`config.mk`:
```
export PLATFORM = sky130hd
export DESIGN_NAME = command_frame_builder
export DESIGN_NICKNAME = d
export VERILOG_FILES = /design/src/rtl/cfb_pkg.sv /design/src/rtl/cfb_emitter.sv /design/src/rtl/command_frame_builder.sv
export SDC_FILE = /design/constraint.sdc
export NUM_CORES = 1
export LEC_CHECK = 0
export BUFFER_PORTS_ARGS = -buffer_cell sky130_fd_sc_hd__buf_4
export CAP_MARGIN = 25
export CORE_MARGIN = 3
export CORE_UTILIZATION = 52
export DETAILED_ROUTE_END_ITERATION = 12
export PLACE_DENSITY_LB_ADDON = 0.3
export SKIP_LAST_GASP = 1
export SYNTH_ARGS = -nofsm -noshare
export SYNTH_HDL_FRONTEND = slang
export SYNTH_SLANG_ARGS = --single-unit
```
`constraint.sdc`:
```
create_clock -name clk -period 9.9 [get_ports clk]
set_input_delay 0.495 -clock clk [delete_from_list [all_inputs] [get_ports clk]]
set_output_delay 0.495 -clock clk [all_outputs]
set_load 0.1 [all_outputs]
```
`src/rtl/cfb_pkg.sv`:
```
// cfb_pkg: shared types and constants for the command frame builder
`timescale 1ns / 1ps

package cfb_pkg;

  // frame sync bytes
  localparam logic [7:0] SYNC_FIRST  = 8'h49;
  localparam logic [7:0] SYNC_SECOND = 8'h37;

  // input transaction modes
  localparam logic MODE_START   = 1'b0;
  localparam logic MODE_PAYLOAD = 1'b1;

  // byte position within a frame (header, payload, checksum)
  localparam int         POS_W        = 4;
  localparam logic [3:0] POS_SYNC1    = 4'd0;
  localparam logic [3:0] POS_SYNC2    = 4'd1;
  localparam logic [3:0] POS_SEQ_LO   = 4'd2;
  localparam logic [3:0] POS_SEQ_HI   = 4'd3;
  localparam logic [3:0] POS_CMD      = 4'd4;
  localparam logic [3:0] POS_STAT     = 4'd5;
  localparam logic [3:0] POS_LEN_LO   = 4'd6;
  localparam logic [3:0] POS_LEN_HI   = 4'd7;
  localparam logic [3:0] POS_SUM_LO   = 4'd8;
  localparam logic [3:0] POS_SUM_HI   = 4'd9;
  localparam logic [3:0] POS_DATA     = 4'd10;

  // last byte index of each burst shape
  localparam logic [3:0] LAST_HDR     = 4'd7;
  localparam logic [3:0] LAST_HDR_SUM = 4'd9;
  localparam logic [3:0] LAST_PAY     = 4'd0;
  localparam logic [3:0] LAST_PAY_SUM = 4'd2;

  // everything needed to emit the bytes caused by one transaction
  typedef struct packed {
    logic        hdr;       // 1: header burst, 0: one payload byte
    logic        with_sum;  // checksum bytes follow
    logic [15:0] seq;
    logic [7:0]  cmd;
    logic [7:0]  stat;
    logic [7:0]  len;
    logic [7:0]  data;
    logic [15:0] sum;
  } burst_t;

endpackage

```
`src/rtl/cfb_emitter.sv`:
```
// cfb_emitter: holds one burst and streams its bytes through an output register
`timescale 1ns / 1ps

module cfb_emitter (
  input  logic            clk,
  input  logic            rst,
  input  logic            load,
  input  cfb_pkg::burst_t burst_in,
  output logic            free,
  output logic            valid,
  input  logic            stall,
  output logic [7:0]      frame_byte,
  output logic            frame_end
);
  import cfb_pkg::*;

  burst_t           burst;
  logic             burst_valid;
  logic [POS_W-1:0] idx;
  logic [POS_W-1:0] last_idx;
  logic [POS_W-1:0] pos;
  logic [7:0]       sel_byte;
  logic             out_load;
  logic             burst_last;

  // last index of the held burst
  always_comb begin
    if (burst.hdr) begin
      last_idx = burst.with_sum ? LAST_HDR_SUM : LAST_HDR;
    end else begin
      last_idx = burst.with_sum ? LAST_PAY_SUM : LAST_PAY;
    end
  end

  // map burst index to frame position
  always_comb begin
    if (burst.hdr) begin
      pos = idx;
    end else if (idx == '0) begin
      pos = POS_DATA;
    end else begin
      pos = idx + (POS_SUM_LO - 4'd1);
    end
  end

  // byte select
  always_comb begin
    case (pos)
      POS_SYNC1:  sel_byte = SYNC_FIRST;
      POS_SYNC2:  sel_byte = SYNC_SECOND;
      POS_SEQ_LO: sel_byte = burst.seq[7:0];
      POS_SEQ_HI: sel_byte = burst.seq[15:8];
      POS_CMD:    sel_byte = burst.cmd;
      POS_STAT:   sel_byte = burst.stat;
      POS_LEN_LO: sel_byte = burst.len;
      POS_LEN_HI: sel_byte = 8'h00;
      POS_SUM_LO: sel_byte = burst.sum[7:0];
      POS_SUM_HI: sel_byte = burst.sum[15:8];
      POS_DATA:   sel_byte = burst.data;
      default:    sel_byte = 8'h00;
    endcase
  end

  assign out_load   = !valid || !stall;
  assign burst_last = (idx == last_idx);
  assign free       = !burst_valid || (out_load && burst_last);

  // burst register and index
  always_ff @(posedge clk) begin
    if (rst) begin
      burst_valid <= 1'b0;
      idx         <= '0;
    end else if (load) begin
      burst_valid <= 1'b1;
      idx         <= '0;
    end else if (burst_valid && out_load) begin
      if (burst_last) begin
        burst_valid <= 1'b0;
        idx         <= '0;
      end else begin
        idx <= idx + 4'd1;
      end
    end
  end

  always_ff @(posedge clk) begin
    if (load) begin
      burst <= burst_in;
    end
  end

  // output register
  always_ff @(posedge clk) begin
    if (rst) begin
      valid <= 1'b0;
    end else if (out_load) begin
      valid <= burst_valid;
    end
  end

  always_ff @(posedge clk) begin
    if (out_load && burst_valid) begin
      frame_byte <= sel_byte;
      frame_end  <= (pos == POS_SUM_HI);
    end
  end

endmodule

```
`src/rtl/command_frame_builder.sv`:
```
// command_frame_builder: top level, frame state and checksum, byte emitter
`timescale 1ns / 1ps
//
// Input channel (valid/stall): mode 0 starts a frame with command_code,
// status_code and payload_length; mode 1 carries one payload byte in
// data_byte. Output channel (valid/stall): one frame_byte per transaction,
// frame_end high on the high checksum byte that closes a frame.
// A start transaction yields eight header bytes (sync 0x49 0x37, sequence
// low/high, command, status, length low, zero), plus the two checksum bytes
// at once when the length is zero. A payload transaction yields its byte,
// plus the checksum when it is the last one. Payload with no frame open is
// taken and dropped.
// The first byte of a transaction is taken into the burst register on
// acceptance and then moves to the output register.
// Throughput: one transaction per cycle while each yields a single byte
// and the output is not stalled; a longer burst holds the emitter, the
// output register taking one byte a cycle unless stalled, so the input is
// stalled until the last byte of the burst moves to the output register.
// Output stall holds the output byte and backs up into input stall; the
// next transaction is still taken while the last byte of the current burst
// waits in the output register.
// Reset clears the sequence number, the checksum, the open-frame flag and
// empties the emitter; the first frame after reset carries sequence 1.
//

module command_frame_builder (
  input  logic       clk,
  input  logic       rst,
  input  logic       in_valid,
  output logic       in_stall,
  input  logic       mode,
  input  logic [7:0] command_code,
  input  logic [7:0] status_code,
  input  logic [7:0] payload_length,
  input  logic [7:0] data_byte,
  output logic       out_valid,
  input  logic       out_stall,
  output logic [7:0] frame_byte,
  output logic       frame_end
);
  import cfb_pkg::*;

  logic [15:0] frame_sequence;
  logic [15:0] running_sum;
  logic [7:0]  bytes_remaining;
  logic        frame_open;

  logic [15:0] seq_next;
  logic [15:0] hdr_sum;
  logic [15:0] pay_sum;
  logic [7:0]  rem_next;
  logic        accept;
  logic        load;
  logic        free;
  burst_t      burst;

  assign in_stall = !free;
  assign accept   = in_valid && free;
  assign load     = accept && (!mode || frame_open);

  // header values and checksums
  assign seq_next = frame_sequence + 16'd1;
  assign hdr_sum  = 16'(SYNC_FIRST) + 16'(SYNC_SECOND) + 16'(seq_next[7:0])
                  + 16'(seq_next[15:8]) + 16'(command_code) + 16'(status_code)
                  + 16'(payload_length);
  assign pay_sum  = running_sum + 16'(data_byte);
  assign rem_next = bytes_remaining - 8'd1;

  // burst descriptor for the emitter
  always_comb begin
    burst.hdr  = !mode;
    burst.seq  = seq_next;
    burst.cmd  = command_code;
    burst.stat = status_code;
    burst.len  = payload_length;
    burst.data = data_byte;
    if (!mode) begin
      burst.with_sum = (payload_length == 8'd0);
      burst.sum      = hdr_sum;
    end else begin
      burst.with_sum = (rem_next == 8'd0);
      burst.sum      = pay_sum;
    end
  end

  // frame state
  always_ff @(posedge clk) begin
    if (rst) begin
      frame_sequence  <= '0;
      running_sum     <= '0;
      bytes_remaining <= '0;
      frame_open      <= 1'b0;
    end else if (load) begin
      if (!mode) begin
        frame_sequence  <= seq_next;
        running_sum     <= hdr_sum;
        bytes_remaining <= payload_length;
        frame_open      <= (payload_length != 8'd0);
      end else begin
        running_sum     <= pay_sum;
        bytes_remaining <= rem_next;
        frame_open      <= (rem_next != 8'd0);
      end
    end
  end

  cfb_emitter u_emitter (
    .clk        (clk),
    .rst        (rst),
    .load       (load),
    .burst_in   (burst),
    .free       (free),
    .valid      (out_valid),
    .stall      (out_stall),
    .frame_byte (frame_byte),
    .frame_end  (frame_end)
  );

endmodule

```
Word level (Yosys, flattened, before mapping)
Cells that the tools add are included.
W data, S select, Z words.
{ "totals": {"register_bits": 122, "inputBits": 37, "out_inout_bits": 11, "word_cells": 75} }
{ "op_classes": {"add_sub_neg": 10, "n_eq_ne": 10, "muxes": 14, "n_bitwise": 1, "n_reduce_logical": 23} }
{ "op_table": {"columns": ["cell", "n"], "rows": [
  ["$pmux W8 S10", 1],
  ["$mux W4", 5],
  ["$add A16 B1 Y16 const B", 1],
  ["$add A16 B8 Y16", 1],
  ["$logic_not A8 Y1", 2],
  ["$mux W16", 1],
  ["$reduce_bool A8 Y1", 2],
  ["$add A12 B8 Y13", 1],
  ["$add A11 B8 Y12", 1],
  ["$eq A4 B3 Y1 const B", 3],
  ["$eq A4 B4 Y1 const B", 3],
  ["$add A10 B8 Y11", 1],
  ["$add A9 B8 Y10", 1],
  ["$add A8 B8 Y9 const A", 1],
  ["$eq A4 B2 Y1 const B", 2],
  ["$logic_not A4 Y1", 2],
  ["$mux W8", 1],
  ["$sub A8 B1 Y8 const B", 1],
  ["$logic_not A1 Y1", 5],
  ["$mux W1", 5],
  ["$add A4 B1 Y4 const B", 1],
  ["$add A4 B3 Y4 const B", 1],
  ["$eq A4 B1 Y1 const B", 1],
  ["$eq A4 B4 Y1", 1],
  ["7 further kinds", 14]
]} }

Longest topological paths before layout
Gate-level depths: netlist (run 1).
{ "logic_depth": {"ltp_word": 9, "ltp_mapped": 18, "depth_no_buf": 18} }

Hierarchy
From an unflattened synthesis (run 1), not the netlist that was laid out.
{ "unflattened": {"cells_unflattened": 734, "hier_area_um2": 7367.1} }
{ "modules_own_cells": {"columns": ["mod", "instances", "cells_each", "area_per_inst_um2", "seq_area_each_um2"], "rows": [
  ["command_frame_builder", 1, 484, 3844.9, 820.8],
  ["cfb_emitter", 1, 250, 3522.1, 2372.3]
]} }

Worst setup path before layout (run 1)
No wires, ideal clock.
{ "synth_timing": {"kind": "flip-flop to flip-flop", "start": "register frame_sequence[0]", "end": "register running_sum[8]", "setup_time_ns": 0.106, "t_arrival_ns": 4.216, "required_time_ns": 9.794, "slack_ns": 5.578, "stages_incl_launch_ff": 19, "path_buffers": 0, "synth_period_minus_slack_ns": 4.322, "path_cell_list": "dfxtp_1 ha_1 nand3_1 nor2_1 nand3_1 xnor2_1 ha_1 fa_1 inv_1 fa_1 inv_1 ha_1 fa_1 a211oi_1 o21bai_1 a21oi_1 xor2_1 or4_1 o311ai_0"} }
{ "synth_lines": {"columns": ["item", "line", "source"], "rows": [
  ["start, declared", "command_frame_builder.sv:43", "logic [15:0] frame_sequence;"],
  ["start signal, assigned", "command_frame_builder.sv:95", "frame_sequence <= seq_next;"],
  ["end signal, assigned", "command_frame_builder.sv:96", "running_sum <= hdr_sum;"],
  ["end signal, assigned", "command_frame_builder.sv:100", "running_sum <= pay_sum;"],
  ["end, declared", "command_frame_builder.sv:44", "logic [15:0] running_sum;"]
]} }

==> run_results.csv, run 1 <==
group,metric,value,unit
sta,whs,0.259,ns
detailed_routing,dr.first_iter.drc_count,441,
synth,synth_fp_nets,815,
hold_path,hp-start,"command_code[5]",
synth,ys_seq_elements,122,
detailed_routing,wire_per_inst,18.1,µm
synth,syn-cell-area,7220,µm²
sta,setup_violations,0,
worst_setup_path,worst_setup_path_start_kind,"flip-flop",
clock_tree,cts_tree,"done",
synth,syn_avg_cell_area,10.0,µm²
detailed_routing,ant_nets,0,
sta,post-route-period-util,0.480,
sta,maxSlewHeadroom,0.357,
placement,dp_cells,920,
clock_tree,hold_buffers,0,
synth,synth_cell_types,71,
worst_setup_path,path_delay_family,"adder cells",
worst_setup_path,worst-path-buf-inv,2,
synth,synth.area.mux_share,0.0236,
synth,synth-async-reset-ratio,0,
pwr,power_leakage,3.41,nW
synth,synth-main-ff-cell,"edfxtp_1",
cells_and_area,fill_cells,1085,
floorplan,initial_core_util,0.539,
hold_path,hp-class,"in2reg",
worst_setup_path,worstSetupPathType,"reg2reg",
global_route,grt_max_degree,50,
clock_tree,cts.clk_slew.worst_paths,0.06,ns
sta,drv_slew,0,
global_route,overflow,0,
worst_setup_path,critPathArrivalTime,5.06,ns
clock_tree,cts_sinks,122,
sta,clock_skew,0.00719,ns
global_route,grt_pass1_vias,5438,
detailed_routing,viasPerCell,5.90,
run_status,status,"finished clean",
pwr,ir_drop,0.122,mV
worst_setup_path,critPathRequiredTime,10.21,ns
hold_path,whs_path_depth,1,
clock_tree,clk-insertion-delay-late,0.42,ns
detailed_routing,first_pass_iters,5,
floorplan,dieWidth,124,µm
job,cap_violations,0,
sta,finalHoldViolCount,0,
hold_path,hold_end,"u_emitter.burst[45]",
sta,rsz0062_at_grt,"false",
cells_and_area,drive_above_1_share,0.131,
floorplan,dieArea,15300,µm²
clock_tree,post-cts-setup-buffers,0,
detailed_routing,totalWireLength,17300,µm
worst_setup_path,reg2regPathDepth,18,
global_route,grt_usage,0.236,
worst_setup_path,critPathMaxStageDelay,0.52,ns
synth,syn_inst,722,
placement,pre_cts_slack,5.22,ns
synth,synth_top_family_by_area,"simple AND/OR/NAND/NOR gates",
global_route,antenna_found_initial,0,
cells_and_area,diodes,0,
sta,max_freq,210,MHz
worst_setup_path,r2r_setup_slack,5.15,ns
placement,io_buffers,47,
clock_tree,cts_root_buf,"clkbuf_16",
synth,synthSimpleGateAreaFrac,0.146,
cells_and_area,utilization,0.617,
sta,worst_pin_slew,0.961,ns
floorplan,num_rows,42,
cells_and_area,final_nets,857,
clock_tree,htree_levels,4,
sta,min_period,4.75,ns
clock_tree,cts_repair_resize_count,0,
cells_and_area,instances_no_fill,953,
pwr,powerDensity,187,nW/µm²
worst_setup_path,critPathSlowestCell,"fa_1",
placement,dp_hpwl,12500,µm
global_route,grt_first_pass_wirelength,27100,µm
worst_setup_path,r2r-end,"running_sum[8]",
synth,synth_xor_area_frac,0.0594,
sta,fin_ws,5.15,ns
cells_and_area,multi_input_area,3570,µm²
cells_and_area,regArea,3190,µm²
synth,yosys_warnings,0,
clock_tree,clock_path_buffers,2,
placement,place.gp.congestion,0.905,
synth,synth_edf_count,75,
synth,synth-compound-area-share,0.143,
worst_setup_path,timing.rr.start,"frame_sequence[0]",
sta,finalSetupTns,0,ns
worst_setup_path,crit_path_max_fanout,4,
floorplan,pin_count,48,
detailed_routing,drc,0,
clock_tree,cts_made_buffers,17,
floorplan,fp.dieH,124,µm
synth,yosysSeqAreaShare,0.442,
detailed_routing,vias,5626,
synth,synthAdderAreaFrac,0.123,
cells_and_area,area_delta_synth_final,14.4,%
worst_setup_path,worstSetupEndpointType,"flip-flop",
floorplan,core,13400,µm²
worst_setup_path,path_cells,"ha_1 > nand3_1 > nor2_1 > nand3_1 > xnor2_1 > ha_1 > fa_1 > inv_1 > fa_1 > inv_1 > ha_1 > fa_1 > a211oi_1 > o21bai_1 > a21oi_1 > xor2_1 > or4_1 > o311ai_0",
==> worst max-delay path by stage <==
stage / startpoint / to / slack, ns / cells past startpoint
floorplan: frame_sequence[0] / running_sum[8] / 5.58 / 18
global placement: frame_sequence[0] / running_sum[8] / 5.33 / 18
detailed placement: frame_sequence[0] / running_sum[8] / 5.22 / 18
CTS: frame_sequence[0] / running_sum[8] / 5.20 / 18
global route: frame_sequence[0] / u_emitter.burst[10] / 4.87 / 18
finish: frame_sequence[0] / running_sum[8] / 5.15 / 18
==> cell families (layout without fill, tap and decap cells) <==
logic type | after synthesis | after routing
buffers and inverters | 116 | 171
AO/OA/AOI/OAI | 146 | 146
AND/OR/NAND/NOR | 217 | 217
XOR/XNOR | 49 | 49
flip-flops | 122 | 122
adder cells (fa/ha/maj) | 56 | 56
multiplexers | 16 | 16
==> synthesized netlist by cell type, drive strengths merged (20+ instances only) <==
master / count / area (µm²)
inv: 86 / 323
edfxtp: 75 / 2250
nor2: 64 / 240
nand2: 52 / 195
dfxtp: 47 / 941
a21oi: 31 / 159
ha: 31 / 388
xnor2: 28 / 245
nand3: 26 / 130
fa: 25 / 500
o21ai: 25 / 140
xor2: 21 / 184
nor3: 20 / 100
==> per-stage QoR <==
stage	instance area, µm²	total power [mW]
after floorplan	7220	0.867
after global placement	7700	0.954
after detailed placement	7700	0.966
after CTS	8260	1.55
after global routing	8260	1.61
final	8260	1.55
==> layout by cell type (no fill, tap or decap), drive strengths merged, types with 9 or more instances in the layout <==
cell type,Yosys,final
a21oi,31,31
o21ai,25,25
inv,86,85
a22oi,10,10
xor2,21,21
buf,11,53
a31oi,10,10
nor2,64,64
a211oi,9,9
ha,31,31
clkinv,0,9
clkbuf,19,21
o22ai,9,9
xnor2,28,28
nor3,20,20
nand2,52,52
edfxtp,75,75
nand3,26,26
fa,25,25
dfxtp,47,47
==> power breakdown <==
group / switching (mW) / internal (mW) / total (mW)
combinational: 0.223 / 0.129 / 0.352
clock: 0.214 / 0.372 / 0.586
sequential: 0.0200 / 0.589 / 0.609
total: 0.457 / 1.09 / 1.55
==> state kept, by name, summed over array words and instances (netlist names) <==
name,cells
running_sum,16
u_emitter.burst,66
u_emitter.valid,1
frame_open,1
u_emitter.frame_byte,8
frame_sequence,16
u_emitter.idx,4
u_emitter.frame_end,1
bytes_remaining,8
u_emitter.burst_valid,1
==> area by class of cell <==
type                            count  share of cell area
Tap cell                          176              0.0267
Sequential cell                   122               0.386
Clock buffer                       21              0.0545
Timing Repair Buffer               53              0.0482
Inverter                           86              0.0392
Clock inverter                     11              0.0127
Multi-Input combinational cell    484               0.432
==> routing by layer <==
layer | global-route usage | routed length, µm | vias to the layer above
met5 | 0 | 0 | -
met4 | 0.111 | 567 | 0
met3 | 0.0472 | 1310 | 52
met2 | 0.382 | 8240 | 241
met1 | 0.303 | 7160 | 2706
li1 | - | - | 2627
==> worst reg2reg max path, stage by stage (launching register included) <==
cell      delay [ns]
dfxtp_1         0.40
ha_1            0.26
nand3_1         0.15
nor2_1          0.23
nand3_1         0.16
xnor2_1         0.20
ha_1            0.27
fa_1            0.48
inv_1           0.05
fa_1            0.52
inv_1           0.04
ha_1            0.23
fa_1            0.44
a211oi_1        0.27
o21bai_1        0.11
a21oi_1         0.25
xor2_1          0.11
or4_1           0.40
o311ai_0        0.09
(Power assumes the default switching activity.)
==> inputs of run 2 (changes only) <==
clock period = 4 ns   (was 9.9 ns; I/O delays follow)
==> run 2 against run 1 <==
  * The run now ends with negative setup slack left
  * Cell area increased by 11%
  * Clock power grew to 2.6 times the previous value
  * Sequential power up 150%
  * Core utilization is 6.7 points higher
  * Routed wire length up 12%
  * Setup slack got worse by 5.2 ns
  * Sequential cell count stayed put
  * Register-to-register slack worse by 5.2 ns
  * Maximum frequency rose by 17%
  * Final cell count is 7.6% higher
  * Highest routed layer unchanged
  * Total power increased to 2.6 times the previous value
==> run_results.csv, run 2 (synthesis gave the netlist of run 1 again) <==
group,metric,value,unit
run_status,status,"complete, but fails checks",
run_status,violations,"negative setup slack",
cells_and_area,mostFrequentLayoutCells,"buf_4 (92), inv_1 (83), edfxtp_1 (75)",
placement,dp_hpwl,13300,µm
clock_tree,cts_root_buf,"clkbuf_16",
worst_setup_path,critPathMaxStageDelay,0.53,ns
clock_tree,cts_made_buffers,17,
worst_setup_path,cp-startpoint,"frame_sequence[1]",
worst_setup_path,worst-path-buf-inv,2,
sta,min_period,4.08,ns
cells_and_area,final_nets,929,
pwr,netSwitchingFraction,0.293,
sta,worst_pin_slew,0.746,ns
pwr,p_clk_frac,0.376,
worst_setup_path,critPathSlowestCell,"fa_1",
sta,rsz0062_at_grt,"true",
worst_setup_path,crit_path_max_fanout,3,
clock_tree,cts.clk_slew.worst_paths,0.05,ns
global_route,antenna_found_initial,0,
pwr,ir_drop,0.276,mV
cells_and_area,diodes,0,
detailed_routing,vias,5969,
sta,whs,0.0138,ns
detailed_routing,totalWireLength,19400,µm
pwr,power_leakage,3.82,nW
pwr,combPwrFrac,0.255,
cells_and_area,area_delta_synth_final,26.8,%
sta,maxSlewHeadroom,0.490,
worst_setup_path,r2r_setup_slack,-0.08,ns
floorplan,fp.dieH,124,µm
floorplan,dieArea,15300,µm²
sta,setup_violations,7,
worst_setup_path,path_cells,"ha_4 > nand3_4 > nor2_4 > nand3_2 > xnor2_2 > ha_1 > fa_1 > inv_1 > fa_1 > inv_1 > ha_2 > fa_2 > a211oi_2 > o21bai_1 > a21oi_2 > xor2_1 > or4_1 > o311ai_1",
floorplan,pin_count,48,
worst_setup_path,timing.rr.start,"frame_sequence[1]",
worst_setup_path,path_delay_family,"adder cells",
hold_path,hp-start,"command_code[0]",
global_route,overflow,0,
cells_and_area,top_regs,"u_emitter.burst (66), frame_sequence (16), running_sum (16)",
global_route,grt_first_pass_wirelength,30300,µm
worst_setup_path,reg2regPathDepth,18,
cells_and_area,regArea,3200,µm²
detailed_routing,dr.first_iter.drc_count,513,
floorplan,dieWidth,124,µm
global_route,grt_use_met3,0.0618,
worst_setup_path,critPathArrivalTime,4.40,ns
floorplan,num_rows,42,
sta,clock_skew,0.00647,ns
clock_tree,clk-insertion-delay-late,0.42,ns
floorplan,initial_core_util,0.539,
cells_and_area,utilization,0.684,
pwr,powerDensity,446,nW/µm²
global_route,use_met1,0.332,
detailed_routing,viasPerCell,5.82,
cells_and_area,largest_reg_flops,66,
global_route,grt_busiest_layer,"met2",
sta,drv_slew,0,
cells_and_area,multi_input_area,3790,µm²
detailed_routing,ant_nets,0,
sta,post-route-period-util,1.02,
detailed_routing,first_pass_iters,5,
worst_setup_path,worst_setup_path_start_kind,"flip-flop",
cells_and_area,regMostFlops,"u_emitter.burst",
sta,fin_ws,-0.0779,ns
worst_setup_path,critPathRequiredTime,4.32,ns
placement,pre_cts_slack,-0.166,ns
cells_and_area,fill_cells,990,
pwr,p_sw,1.20,mW
global_route,grt_util_met2,0.449,
sta,finalHoldViolCount,0,
floorplan,core,13400,µm²
clock_tree,clock_path_buffers,2,
global_route,grt_pass1_vias,6057,
global_route,grt_max_degree,49,
worst_setup_path,worstSetupEndpointType,"flip-flop",
pwr,p_int,2.89,mW
placement,place.gp.congestion,0.870,
clock_tree,cts_sinks,122,
job,cap_violations,0,
worst_setup_path,worstSetupPathType,"reg2reg",
cells_and_area,layout_commonest_cell,"buf_4",
hold_path,hp-class,"in2reg",
clock_tree,htree_levels,4,
worst_setup_path,setup.worst_path.end,"running_sum[8]",
pwr,seq_power_share,0.369,
worst_setup_path,r2r-end,"running_sum[8]",
sta,max_freq,245,MHz
clock_tree,cts_tree,"done",
worst_setup_path,worst-path-stages,18,
cells_and_area,drive_above_1_share,0.217,
placement,io_buffers,47,
detailed_routing,drc,0,
global_route,grt_usage,0.264,
detailed_routing,wire_per_inst,18.9,µm
==> run 2: cell types whose count changed in the layout (fill, tap and decap cells not counted), moves of 6 or more <==
cell and change:
ha_1 -6, buf_4 +39, dlygate4sd3_1 +30, dfxtp_1 -6
==> run 2: metal layers <==
metal,wire length (µm),part of all wire,up-vias
met1,7860,0.41,2910
met3,1380,0.071,35
li1,-,-,2776
met2,9710,0.50,248
met5,0,0,-
met4,418,0.022,0
==> run 2: power by group through the flow <==
stage | clock, mW | combinational [mW] | sequential, mW
after floorplan | 0 | 0.581 | 1.58
after global placement | 0 | 0.908 | 1.53
after detailed placement | 0 | 0.934 | 1.53
after CTS | 1.54 | 0.977 | 1.50
after global routing | 1.60 | 1.13 | 1.51
final | 1.54 | 1.04 | 1.51
==> run 2: worst register-to-register path, delay by kind of cell (launching register included) <==
family / cells / cell delay [ns]
adders and majority gates: 6 / 2.00
DFF: 1 / 0.36
and+or+nand+nor: 4 / 0.72
xor gates and xnor gates: 2 / 0.26
AOI/OAI and AO/OA: 4 / 0.56
buffers and inverters: 2 / 0.09
==> run 2: worst min-delay path by stage <==
stage / endpoint / cells after the start / slack, ns
floorplan: u_emitter.burst[16] / 0 / 0.30
global placement: u_emitter.burst[41] / 1 / 0.39
detailed placement: u_emitter.burst[38] / 1 / 0.39
CTS: u_emitter.burst[40] / 1 / 0.001
global route: u_emitter.burst[40] / 1 / 0.002
finish: u_emitter.burst[40] / 1 / 0.01
==> run 2: repair_timing <==
action | 4_1_cts | 5_1_grt
buffers inserted | 2 | 4
resized for setup | 12 | 19
hold buffers | 29 | 1
hold endpoints to repair | 29 | 1
pin swaps | 15 | 11
endpoints found under the setup margin | 12 | 12
==> run 2: final cells by class <==
class                   instances  area share
clock buffers                  21      0.0503
clock inverters                11      0.0137
inverters                      86      0.0354
multi-input cells             484       0.414
flip-flops and latches        122       0.350
well taps                     176      0.0240
repair buffers                125       0.113
==> run 2: through the flow <==
stage	instance area (µm²)	total power [mW]	TNS, ns	instances
2_1_floorplan	7320	2.16	-0.0430	722
3_3_place_gp	8070	2.43	-0.330	956
3_5_place_dp	8080	2.46	-0.803	957
4_1_cts	9010	4.02	-0.166	1020
5_1_grt	9160	4.25	-1.81	1025
6_report	9160	4.08	-0.287	1025
==> inputs of run 3 (changes only) <==
ABC_AREA = 1   (was default)
SYNTH_HIERARCHICAL = 1   (was default)
==> run 3 against run 2 <==
  * The run now ends clean
  * Final cell count up 18%
  * Routed wire length up 1.0%
  * Synthesized area up 4.7%
  * Critical endpoint is now u_emitter/burst[7]
  * Largest cell class unchanged
  * Largest power group is now registers
==> run_results.csv, run 3 <==
group,metric,value,unit
clock_tree,clk-insertion-delay-late,0.43,ns
floorplan,fp.dieH,127,µm
worst_setup_path,path_delay_family,"adder cells",
synth,synth_xor_area_frac,0.0220,
detailed_routing,viasPerCell,5.42,
floorplan,num_rows,43,
synth,synthTopCellsByArea,"edfxtp_1 (30%), dfxtp_1 (12%), nand2_1 (9.0%), inv_1 (8.2%), fa_1 (6.6%)",
worst_setup_path,critPathSlowestCell,"fa_1",
synth,synth-compound-area-share,0.0796,
cells_and_area,area_delta_synth_final,20.8,%
worst_setup_path,worst-path-stages,18,
synth,synth_cell_types,45,
cells_and_area,mostFrequentLayoutCells,"nand2_1 (177), inv_1 (165), nand3_1 (94)",
detailed_routing,drc,0,
placement,place.gp.congestion,0.979,
cells_and_area,final_nets,1109,
clock_tree,clock_path_buffers,2,
cells_and_area,regMostFlops,"u_emitter/burst",
placement,placement.cell_area,8110,µm²
synth,synth_edf_count,75,
sta,maxSlewHeadroom,0.386,
global_route,overflow,0,
sta,post-route-period-util,0.979,
worst_setup_path,r2r_setup_slack,0.08,ns
detailed_routing,vias,6549,
placement,io_buffers,47,
synth,syn_inst,924,
cells_and_area,layout_commonest_cell,"nand2_1",
worst_setup_path,critPathArrivalTime,4.08,ns
job,cap_violations,0,
synth,yosys.area.top_type_share,0.298,
global_route,grt_usage,0.248,
floorplan,core,14000,µm²
synth,syn-cell-area,7560,µm²
global_route,antenna_found_initial,0,
detailed_routing,dr.first_iter.drc_count,711,
worst_setup_path,crit_path_max_fanout,4,
global_route,grt_max_degree,64,
clock_tree,cts_made_buffers,17,
floorplan,pin_count,48,
clock_tree,cts_root_buf,"clkbuf_16",
clock_tree,htree_levels,4,
worst_setup_path,worstSetupEndpointType,"flip-flop",
hold_path,hp-class,"in2reg",
sta,worst_pin_slew,0.918,ns
sta,max_freq,255,MHz
detailed_routing,totalWireLength,19600,µm
synth,ys_seq_elements,122,
worst_setup_path,critPathMaxStageDelay,0.53,ns
sta,min_period,3.92,ns
sta,finalHoldViolCount,0,
sta,clock_skew,0.00997,ns
synth,yosysSeqAreaShare,0.422,
cells_and_area,largest_reg_flops,66,
synth,synth-main-ff-cell,"edfxtp_1",
floorplan,dieArea,16000,µm²
sta,rsz0062_at_grt,"true",
run_status,status,"finished clean",
cells_and_area,diodes,0,
sta,setup_violations,0,
global_route,grt_pass1_vias,6174,
worst_setup_path,reg2regPathDepth,18,
detailed_routing,ant_nets,0,
worst_setup_path,path_cells,"buf_4 > nand2_1 > nor2_1 > nand3_1 > xor2_1 > inv_1 > ha_1 > fa_1 > inv_1 > fa_1 > inv_1 > ha_1 > a21oi_1 > nand2_2 > nand2_1 > nand4_1 > nand3_1 > nand2_1",
synth,synthSimpleGateAreaFrac,0.249,
synth,synth_most_common_cell,"nand2_1",
detailed_routing,first_pass_iters,5,
worst_setup_path,critPathRequiredTime,4.16,ns
sta,finalSetupTns,0,ns
cells_and_area,drive_above_1_share,0.147,
synth,synthAdderAreaFrac,0.117,
clock_tree,cts_tree,"done",
pwr,ir_drop,0.366,mV
synth,yosys_warnings,6,
synth,synth_fp_nets,1017,
worst_setup_path,worstSetupPathType,"reg2reg",
placement,dp_hpwl,13900,µm
synth,synth_common_cells,"nand2_1 (181), inv_1 (166), nand3_1 (96)",
floorplan,dieWidth,127,µm
pwr,power_leakage,4.40,nW
synth,synth_top_family_by_area,"simple AND/OR/NAND/NOR gates",
cells_and_area,top_regs,"u_emitter/burst (66), frame_sequence (16), running_sum (16)",
worst_setup_path,worst-path-buf-inv,4,
global_route,grt_first_pass_wirelength,30800,µm
sta,drv_slew,0,
cells_and_area,utilization,0.651,
hold_path,whs_path_depth,3,
detailed_routing,wire_per_inst,16.2,µm
synth,synth.area.mux_share,0,
floorplan,initial_core_util,0.539,
clock_tree,cts_sinks,122,
clock_tree,cts.clk_slew.worst_paths,0.06,ns
cells_and_area,final_cell_area,9140,µm²
synth,syn_avg_cell_area,8.19,µm²
worst_setup_path,worst_setup_path_start_kind,"flip-flop",
synth,synth_top_area_cell,"edfxtp_1",
pwr,powerDensity,462,nW/µm²
synth,synth-async-reset-ratio,0,
[run 3: changes by cell type in the layout (fill, tap and decap cells not counted), sizes merged, moves of 9 or more]
cell,delta
nand2,+135
inv,+90
nand3,+71
buf,-28
nand4,+27
xnor2,-26
nor2,+25
o21ai,+18
a21oi,+17
nor3,-12
a22oi,-10
a211oi,-9
a31oi,-9
[run 3: cells by family after synthesis]
group	Yosys count
DFF	122
adders and majority gates	56
AOI/OAI and AO/OA	107
buffers and inverters	201
xor gates and xnor gates	19
and+or+nand+nor	419
[run 3: report_power, final]
part	internal (mW)	switching [mW]	leakage [nW]	total, mW
Clock	0.931	0.541	0.279	1.47
Combinational	0.427	0.790	3.02	1.22
Sequential	1.47	0.0586	1.10	1.53
[run 3: tightest hold or removal path, cell delays in order]
cell	delay (ns)
buf_4	0.07
nand2_1	0.05
a21oi_1	0.11
[run 3: metrics by stage]
stage	total power [mW]	setup slack [ns]	hold slack, ns	std cells
after floorplan	2.37	0.243	0.269	924
after global placement	2.66	0.0908	0.389	1142
after detailed placement	2.69	-0.00177	0.389	1142
after CTS	4.18	0.0282	0.0424	1206
after global routing	4.46	-0.0748	0.0851	1209
final	4.22	0.0838	0.0546	1209
[run 3: path summary, 6_finish.rpt]
kind                                          from            endpoint
worst min-delay path                     out_stall     u_emitter/valid
worst min register to register  bytes_remaining[0]  bytes_remaining[0]
worst max-delay path             frame_sequence[9]  u_emitter/burst[7]
worst max register to register   frame_sequence[9]  u_emitter/burst[7]
[run 3: cell type report]
cell class	count	area [µm²]
fill	1166	4910
multi-input combinational	601	3640
sequential	122	3200
timing repair buffer	99	836
inverter	175	659
clock buffer	25	505
tap	180	225
clock inverter	7	65.1
[run 3: repair_timing]
action                     in CTS  in global routing
pin swaps                       0                  8
hold buffers                   32                  0
resized for setup               1                 29
hold endpoints to repair       32                  0
setup endpoints to repair       1                 16
setup buffers                   0                  2
[run 3: layer usage]
layer / share of wire / global-route usage
met5: 0 / 0
met1: 0.42 / 0.327
met3: 0.075 / 0.0636
met4: 0.036 / 0.115
met2: 0.47 / 0.384
